## config.mk

```make
export PLATFORM = sky130hd
export DESIGN_NAME = face_depth_sorter
export DESIGN_NICKNAME = d
export VERILOG_FILES = /design/src/rtl/fds_pkg.sv /design/src/rtl/fds_store.sv /design/src/rtl/fds_sel.sv /design/src/rtl/face_depth_sorter.sv
export SDC_FILE = /design/constraint.sdc
export NUM_CORES = 1
export LEC_CHECK = 0
export BUFFER_PORTS_ARGS = -buffer_cell sky130_fd_sc_hd__buf_2
export CAP_MARGIN = 20
export CORE_MARGIN = 1
export CORE_UTILIZATION = 60
export DETAILED_ROUTE_END_ITERATION = 8
export PLACE_DENSITY_LB_ADDON = 0.15
export SLEW_MARGIN = 20
export SYNTH_ARGS = -nofsm -noshare
export SYNTH_HDL_FRONTEND = slang
export SYNTH_SLANG_ARGS = --single-unit
```

## constraint.sdc

```tcl
create_clock -name clk_i -period 5.3 [get_ports clk_i]
set_clock_uncertainty 0.2 [all_clocks]
set_input_delay 1.06 -clock clk_i [delete_from_list [all_inputs] [get_ports clk_i]]
set_output_delay 1.06 -clock clk_i [all_outputs]
set_load 0.005 [all_outputs]
```

## src/rtl/fds_pkg.sv

```systemverilog
`default_nettype none

package fds_pkg;

  localparam int unsigned MaxFacesDef = 16;
  localparam int unsigned IdW         = 4;
  localparam int unsigned KeyW        = 24;
  localparam int unsigned OrdHiW      = KeyW + 1;

  localparam logic FigBox     = 1'b0;
  localparam logic FigPyramid = 1'b1;

  typedef struct packed {
    logic [IdW-1:0]         face_id;
    logic                   figure;
    logic                   shadowed;
    logic signed [KeyW-1:0] key;
  } entry_t;

  function automatic logic signed [KeyW-1:0] max_z(
    input logic signed [KeyW-1:0] a,
    input logic signed [KeyW-1:0] b
  );
    return (b > a) ? b : a;
  endfunction

  function automatic logic signed [KeyW-1:0] face_key(
    input logic                   fig,
    input logic signed [KeyW-1:0] z0,
    input logic signed [KeyW-1:0] z1,
    input logic signed [KeyW-1:0] z2,
    input logic signed [KeyW-1:0] z3
  );
    logic signed [KeyW-1:0] m;
    m = max_z(max_z(z0, z1), z2);
    if (fig == FigBox) begin
      m = max_z(m, z3);
    end
    return m;
  endfunction

  // Upper part of the emit order: ascending key, pyramid before box on a tie.
  function automatic logic [OrdHiW-1:0] ord_hi(input entry_t e);
    return {~e.key[KeyW-1], e.key[KeyW-2:0], ~e.figure};
  endfunction

endpackage

`default_nettype wire

```

## src/rtl/fds_store.sv

```systemverilog
`default_nettype none

module fds_store
  import fds_pkg::*;
#(
  parameter int unsigned Depth = MaxFacesDef,
  localparam int unsigned AddrW = $clog2(Depth)
) (
  input  logic             clk_i,
  input  logic             we_i,
  input  logic [AddrW-1:0] waddr_i,
  input  entry_t           wdata_i,
  input  logic [AddrW-1:0] raddr_i,
  output entry_t           rdata_o
);

  entry_t mem_q [Depth];
  entry_t rdata_q;

  always_ff @(posedge clk_i) begin
    if (we_i) begin
      mem_q[waddr_i] <= wdata_i;
    end
    rdata_q <= mem_q[raddr_i];
  end

  assign rdata_o = rdata_q;

endmodule

`default_nettype wire

```

## src/rtl/fds_sel.sv

```systemverilog
`default_nettype none

module fds_sel
  import fds_pkg::*;
#(
  parameter int unsigned MaxFaces = MaxFacesDef,
  localparam int unsigned IdxW = $clog2(MaxFaces)
) (
  input  logic            clk_i,
  input  logic            rst_ni,
  input  logic            clr_i,
  input  logic            cand_vld_i,
  input  logic [IdxW-1:0] cand_idx_i,
  input  entry_t          cand_i,
  output entry_t          best_o,
  output logic [IdxW-1:0] best_idx_o
);

  logic                       best_vld_q, best_vld_d;
  entry_t                     best_q, best_d;
  logic [IdxW-1:0]            best_idx_q, best_idx_d;
  logic [OrdHiW+IdxW-1:0]     cand_ord, best_ord;
  logic                       take;

  // Later arrivals go first on a full tie.
  assign cand_ord = {ord_hi(cand_i), ~cand_idx_i};
  assign best_ord = {ord_hi(best_q), ~best_idx_q};
  assign take     = cand_vld_i && (!best_vld_q || (cand_ord < best_ord));

  always_comb begin
    best_vld_d = best_vld_q;
    best_d     = best_q;
    best_idx_d = best_idx_q;
    if (clr_i) begin
      best_vld_d = 1'b0;
    end else if (take) begin
      best_vld_d = 1'b1;
      best_d     = cand_i;
      best_idx_d = cand_idx_i;
    end
  end

  always_ff @(posedge clk_i or negedge rst_ni) begin
    if (!rst_ni) begin
      best_vld_q <= 1'b0;
      best_q     <= '0;
      best_idx_q <= '0;
    end else begin
      best_vld_q <= best_vld_d;
      best_q     <= best_d;
      best_idx_q <= best_idx_d;
    end
  end

  assign best_o     = best_q;
  assign best_idx_o = best_idx_q;

endmodule

`default_nettype wire

```

## src/rtl/face_depth_sorter.sv

```systemverilog
`default_nettype none

// Painter's-order depth sorter. Faces stream in one per cycle; each is stored
// with its key, the largest of its vertex depths (three for a pyramid face,
// four for a box face). The face flagged with tlast closes the batch: the
// stored faces then leave in ascending key order, pyramid before box on equal
// keys and later arrivals first within a figure, with tlast on the final one.
// Faces beyond MaxFaces are dropped. Each result comes from one full pass of
// the shared comparator over the store (one store read port, one compare per
// cycle); no input is taken while a batch drains.
module face_depth_sorter
  import fds_pkg::*;
#(
  parameter int unsigned MaxFaces = MaxFacesDef
) (
  input  logic         clk_i,
  input  logic         rst_ni,
  input  logic         s_axis_tvalid_i,
  output logic         s_axis_tready_o,
  // face_id[3:0], shadowed[4], vertex_z0[28:5], vertex_z1[52:29],
  // vertex_z2[76:53], vertex_z3[100:77], zero[103:101]
  input  logic [103:0] s_axis_tdata_i,
  // figure
  input  logic         s_axis_tuser_i,
  input  logic         s_axis_tlast_i,
  output logic         m_axis_tvalid_o,
  input  logic         m_axis_tready_i,
  // out_face_id[3:0], out_shadowed[4], depth_key[28:5], zero[31:29]
  output logic [31:0]  m_axis_tdata_o,
  // out_figure
  output logic         m_axis_tuser_o,
  output logic         m_axis_tlast_o
);

  localparam int unsigned IdxW = $clog2(MaxFaces);
  localparam int unsigned CntW = $clog2(MaxFaces + 1);

  typedef enum logic [1:0] {StLoad, StScan, StPick, StEmit} state_e;

  state_e               state_q, state_d;
  logic [CntW-1:0]      count_q, count_d;
  logic [CntW-1:0]      scan_q, scan_d;
  logic [CntW-1:0]      emit_cnt_q, emit_cnt_d;
  logic                 rd_vld_q, rd_vld_d;
  logic [IdxW-1:0]      rd_idx_q, rd_idx_d;
  logic [MaxFaces-1:0]  done_q, done_d;
  entry_t               out_q, out_d;
  logic                 out_last_q, out_last_d;

  logic                 in_acc, out_acc, has_room, issuing, start_scan;
  entry_t               wr_entry, rd_entry, best;
  logic [IdxW-1:0]      best_idx;

  assign in_acc   = s_axis_tvalid_i && s_axis_tready_o;
  assign out_acc  = m_axis_tvalid_o && m_axis_tready_i;
  assign has_room = count_q < CntW'(MaxFaces);
  assign issuing  = (state_q == StScan) && (scan_q < count_q);

  assign wr_entry.face_id  = s_axis_tdata_i[3:0];
  assign wr_entry.figure   = s_axis_tuser_i;
  assign wr_entry.shadowed = s_axis_tdata_i[4];
  assign wr_entry.key      = face_key(s_axis_tuser_i,
                                      $signed(s_axis_tdata_i[28:5]),
                                      $signed(s_axis_tdata_i[52:29]),
                                      $signed(s_axis_tdata_i[76:53]),
                                      $signed(s_axis_tdata_i[100:77]));

  fds_store #(
    .Depth   (MaxFaces)
  ) u_store (
    .clk_i   (clk_i),
    .we_i    (in_acc && has_room),
    .waddr_i (count_q[IdxW-1:0]),
    .wdata_i (wr_entry),
    .raddr_i (scan_q[IdxW-1:0]),
    .rdata_o (rd_entry)
  );

  fds_sel #(
    .MaxFaces   (MaxFaces)
  ) u_sel (
    .clk_i      (clk_i),
    .rst_ni     (rst_ni),
    .clr_i      (start_scan),
    .cand_vld_i (rd_vld_q && !done_q[rd_idx_q]),
    .cand_idx_i (rd_idx_q),
    .cand_i     (rd_entry),
    .best_o     (best),
    .best_idx_o (best_idx)
  );

  always_comb begin
    state_d    = state_q;
    count_d    = count_q;
    scan_d     = scan_q;
    emit_cnt_d = emit_cnt_q;
    done_d     = done_q;
    out_d      = out_q;
    out_last_d = out_last_q;
    start_scan = 1'b0;
    rd_vld_d   = issuing;
    rd_idx_d   = scan_q[IdxW-1:0];
    unique case (state_q)
      StLoad: begin
        if (in_acc) begin
          if (has_room) begin
            count_d = CntW'(count_q + 1'b1);
          end
          if (s_axis_tlast_i) begin
            state_d    = StScan;
            scan_d     = '0;
            emit_cnt_d = '0;
            done_d     = '0;
            start_scan = 1'b1;
          end
        end
      end
      StScan: begin
        if (issuing) begin
          scan_d = CntW'(scan_q + 1'b1);
        end
        if (rd_vld_q && (scan_q == count_q)) begin
          state_d = StPick;
        end
      end
      StPick: begin
        out_d              = best;
        out_last_d         = (CntW'(emit_cnt_q + 1'b1) == count_q);
        done_d[best_idx]   = 1'b1;
        state_d            = StEmit;
      end
      StEmit: begin
        if (out_acc) begin
          if (out_last_q) begin
            state_d = StLoad;
            count_d = '0;
          end else begin
            state_d    = StScan;
            scan_d     = '0;
            emit_cnt_d = CntW'(emit_cnt_q + 1'b1);
            start_scan = 1'b1;
          end
        end
      end
      default: begin
        state_d = StLoad;
      end
    endcase
  end

  always_ff @(posedge clk_i or negedge rst_ni) begin
    if (!rst_ni) begin
      state_q    <= StLoad;
      count_q    <= '0;
      scan_q     <= '0;
      emit_cnt_q <= '0;
      rd_vld_q   <= 1'b0;
      rd_idx_q   <= '0;
      done_q     <= '0;
      out_q      <= '0;
      out_last_q <= 1'b0;
    end else begin
      state_q    <= state_d;
      count_q    <= count_d;
      scan_q     <= scan_d;
      emit_cnt_q <= emit_cnt_d;
      rd_vld_q   <= rd_vld_d;
      rd_idx_q   <= rd_idx_d;
      done_q     <= done_d;
      out_q      <= out_d;
      out_last_q <= out_last_d;
    end
  end

  assign s_axis_tready_o = (state_q == StLoad);
  assign m_axis_tvalid_o = (state_q == StEmit);
  assign m_axis_tdata_o  = {3'b000, out_q.key, out_q.shadowed, out_q.face_id};
  assign m_axis_tuser_o  = out_q.figure;
  assign m_axis_tlast_o  = out_last_q;

  a_no_overlap: assert property (@(posedge clk_i) disable iff (!rst_ni)
    !(s_axis_tready_o && m_axis_tvalid_o))
    else $error("input taken while a result is pending");

  a_count_bound: assert property (@(posedge clk_i) disable iff (!rst_ni)
    count_q <= CntW'(MaxFaces))
    else $error("face count beyond store depth");

  a_empty_after_run: assert property (@(posedge clk_i) disable iff (!rst_ni)
    (out_acc && m_axis_tlast_o) |=> (count_q == '0) && s_axis_tready_o)
    else $error("store not emptied after sorted run");

  a_done_tracks_emit: assert property (@(posedge clk_i) disable iff (!rst_ni)
    (state_q == StEmit) |-> ($countones(done_q) == emit_cnt_q + 1))
    else $error("emitted face marks out of step with emit count");

endmodule

`default_nettype wire

```

==> flow_summary.ini <==
[outcome]
status = finished, violations left
violations = setup timing

[critical_path]
r2r_cells = 12
rr_startpoint = rd_idx_q[1]
timing.reg2reg.setup_slack_ns = 1.52
path_class = input port to flop
reg2reg_to = u_sel.best_o[8]
crit_path_max_fanout = 8
required_ns = 5.59
crit_path_end_kind = flop
cpPeakStageDelay_ns = 0.52
startpoint_type = input port
slowest_stage = or4_4
cp_common_cell = buf_6
arrival_ns = 8.17

[synthesis]
syn-cell-area_mm2 = 0.02690
synth-compound-area-share_pct = 4.539
async_flop_share_pct = 16.94
yosys.area_share.adder_pct = 5.255
muxShareOfSynthArea_pct = 16.75
synth_edf_count = 480
synthSimpleGateAreaFrac_pct = 4.958
synth_xor_area_share_pct = 0.4883
ys_ff_latch = 614
avgSynthCellArea_um2 = 16.70
ys_types = 54
synth-seq-area-share_pct = 65.48
syn_inst = 1611
synthFlopType = edfxtp_1
synth_top_family_by_area = multiplexers
synth_warnings = 0

[floorplanning]
die_h_um = 213.8
coreArea_mm2 = 0.04422
rows = 77
die_w_um = 213.8
io_pins = 146
die-area_mm2 = 0.04569
initial_utilization_pct = 60.84

[global_route]
grt_pass1_vias = 16820
antenna_found_initial = 4
grt.met2_usage_pct = 53.26
grt_max_degree = 66
grt_pass1_wl_um = 103800
use_met3_pct = 4.804
grt_util_all_layers_pct = 31.56
overflow = 0
grt_use_met1_pct = 42.02
busiest_layer = met2

[detailed_routing]
via_per_inst = 6.302
vias = 16620
routedWlPerCell_um = 26.77
wirelength_um = 70580
drt_iter0_markers = 1759
ant_nets = 0
firstDrtPassIters = 5
drc = 0

[cts]
cts_tree = done
cts-root-buf = clkbuf_16
cts_sinks = 614
cts_made_buffers = 58
path_clk_slew_ns = 0.06
clk_latency_ns = 0.63
h-tree-depth = 2
cts_max_path_buffers = 3

[final_layout]
layout-drive-gt1-share_pct = 42.12
syn_to_final_growth_pct = 24.53
utilization_pct = 75.76
nets = 2216
fin_cells = 2637

[power_and_ir_drop]
ir_drop_mv = 0.3193
pwr-share-comb_pct = 33.9
p_per_area_mw_per_mm2 = 470.0
switching_share_pct = 30.78
clock_power_share_pct = 25.2
p_int_mw = 10.90
power_frac_seq_pct = 40.8
p_leak_nw = 12.45
p_sw_mw = 4.846
finalPower_mw = 15.74

[worst_hold_path]
worst_hold_path_type = flop to flop
hold_start = u_store.rdata_o[26]
worstHoldEndpoint = u_sel.best_o[26]
hold_depth = 1

[sta]
fin_crit_sh_pct = 148.7
max_slew_margin_pct = 29.25
worstMarginPinSlew_ns = 1.057
setup_viol = 384
slew_violations = 0
rsz0062_at_grt = true
fmax_mhz = 126.9
min_period_ns = 7.883
hold_violations = 0
setup_ws_ns = -2.583

[run]
maxCapViolations = 0

[placement]
dp.cells = 2475
hpwl_um = 40160
io_buffers = 139
gp_congestion = 0.9175
[critical path, delay by kind of cell]
| family | cells | cell delay, ns |
|---|---|---|
| muxes | 2 | 0.28 |
| AOI/OAI and AO/OA | 7 | 1.56 |
| adders and majority gates | 3 | 0.74 |
| and+or+nand+nor | 14 | 2.39 |
| buffers and inverters | 15 | 2.09 |
[sequential cells by signal (all words and copies together), names as in the netlist]
| name | count |
|---|---|
| state_q | 2 |
| m_axis_tuser_o | 1 |
| m_axis_tlast_o | 1 |
| u_sel.best_vld_q | 1 |
| done_q | 16 |
| count_q | 5 |
| scan_q | 5 |
| u_sel.best_o | 30 |
| emit_cnt_q | 5 |
| u_store.mem_q | 480 |
| rd_vld_q | 1 |
| m_axis_tdata_o | 29 |
| u_sel.best_idx_o | 4 |
| rd_idx_q | 4 |
| u_store.rdata_o | 30 |
[worst max-delay path by stage]
stage,from,to,slack (ns),cells past startpoint
2_1_floorplan,s_axis_tdata_i[15],u_store.mem_q[0][13],-2.57,36
3_3_place_gp,s_axis_tdata_i[15],u_store.mem_q[2][13],-3.15,35
3_5_place_dp,s_axis_tdata_i[15],u_store.mem_q[1][13],-3.42,35
4_1_cts,s_axis_tdata_i[14],u_store.mem_q[12][15],-2.11,41
5_1_grt,s_axis_tdata_i[16],u_store.mem_q[6][13],-2.77,42
6_report,s_axis_tdata_i[40],u_store.mem_q[6][13],-2.58,41
[cells in the final DEF, fill, tap and decap left out, drive strengths merged, types with 3 or more instances in the layout]
master  netlist  routed
a211oi       29      29
a21o         25      25
a21oi        39      39
a31oi         8       8
and2          3       3
buf          34     392
clkbuf       41      85
clkinv        0      21
conb          1       3
dfrtp       104     104
dfxtp        30      30
diode         0       3
edfxtp      480     480
ha          113     113
inv          92      95
mux2         67      67
mux2i        26      26
mux4        155     155
nand2        61      61
nand2b        7       7
nand3         9       9
nand4        23      23
nor2         79      79
nor2b        16      16
nor3         39      39
nor4         26      26
o211ai        3       3
o21a          7       7
o21ai        51      51
xnor2         9       9
xor2          6       6
[power groups by stage]
stage               clock network [mW]  registers (mW)  logic [mW]
floorplan                            0            6.33        3.20
global placement                     0            6.54        4.50
detailed placement                   0            6.56        4.63
CTS                               4.00            6.47        5.15
global route                      4.18            6.49        5.77
finish                            3.97            6.43        5.34
[per-layer routing]
layer / part of all wire [%] / wire length (um)
met5: 0 / 0
met2: 50 / 35600
met1: 38 / 27080
met3: 7.3 / 5160
met4: 3.9 / 2748
[synth_stat cells, types with 23 or more instances]
master,n,area [um^2]
dfrtp_1,104,2603
ha_1,113,1414
dfxtp_1,30,600.6
inv_1,92,345.3
nor2_1,78,292.8
mux2i_1,26,260.3
a21o_1,25,187.7
a21oi_1,39,195.2
nand2_1,61,229.0
nor4_1,26,162.7
o21ai_0,51,255.2
nand4_1,23,143.9
nor3_1,38,190.2
mux2_2,67,754.5
edfxtp_1,480,14410
clkbuf_1,41,153.9
mux4_2,155,3491
[cells by family after synthesis]
kind of cell,count (synthesis)
buffers and inverters,167
multiplexers,248
AO/OA/AOI/OAI,179
AND/OR/NAND/NOR,274
flip-flops,614
other,1
adder cells (fa/ha/maj),113
XOR/XNOR,15
[per-stage QoR]
| stage | setup TNS [ns] | instance area, um^2 | worst slack, ns | hold slack (ns) |
|---|---|---|---|---|
| 3_3_place_gp | -1103.37 | 30330 | -3.149 | 0.2447 |
| 4_1_cts | -763.20 | 33240 | -2.107 | 0.2730 |
| 3_5_place_dp | -1177.75 | 30330 | -3.420 | 0.2487 |
| 6_report | -950.31 | 33500 | -2.583 | 0.2669 |
| 2_1_floorplan | -950.18 | 27410 | -2.572 | 0.1758 |
| 5_1_grt | -1027.60 | 33500 | -2.774 | 0.2924 |
[what timing repair did]
action                     4_1_cts  5_1_grt
resized for setup              138       33
pin swaps                       43       17
hold buffers                     0        0
setup endpoints to repair      384      384
cloned                           6        1
setup buffers                   36        9
[final cells by class]
| class | count | area (um^2) |
|---|---|---|
| Multi-Input combinational cell | 832 | 9676 |
| Tap cell | 592 | 740.7 |
| Antenna cell | 3 | 7.507 |
| Sequential cell | 614 | 17630 |
| Timing Repair Buffer | 395 | 3254 |
| Inverter | 92 | 370.4 |
| Clock buffer | 83 | 1648 |
| Fill cell | 2412 | 10720 |
| Clock inverter | 26 | 178.9 |
No activity file was read; power rests on OpenSTA's default activity.
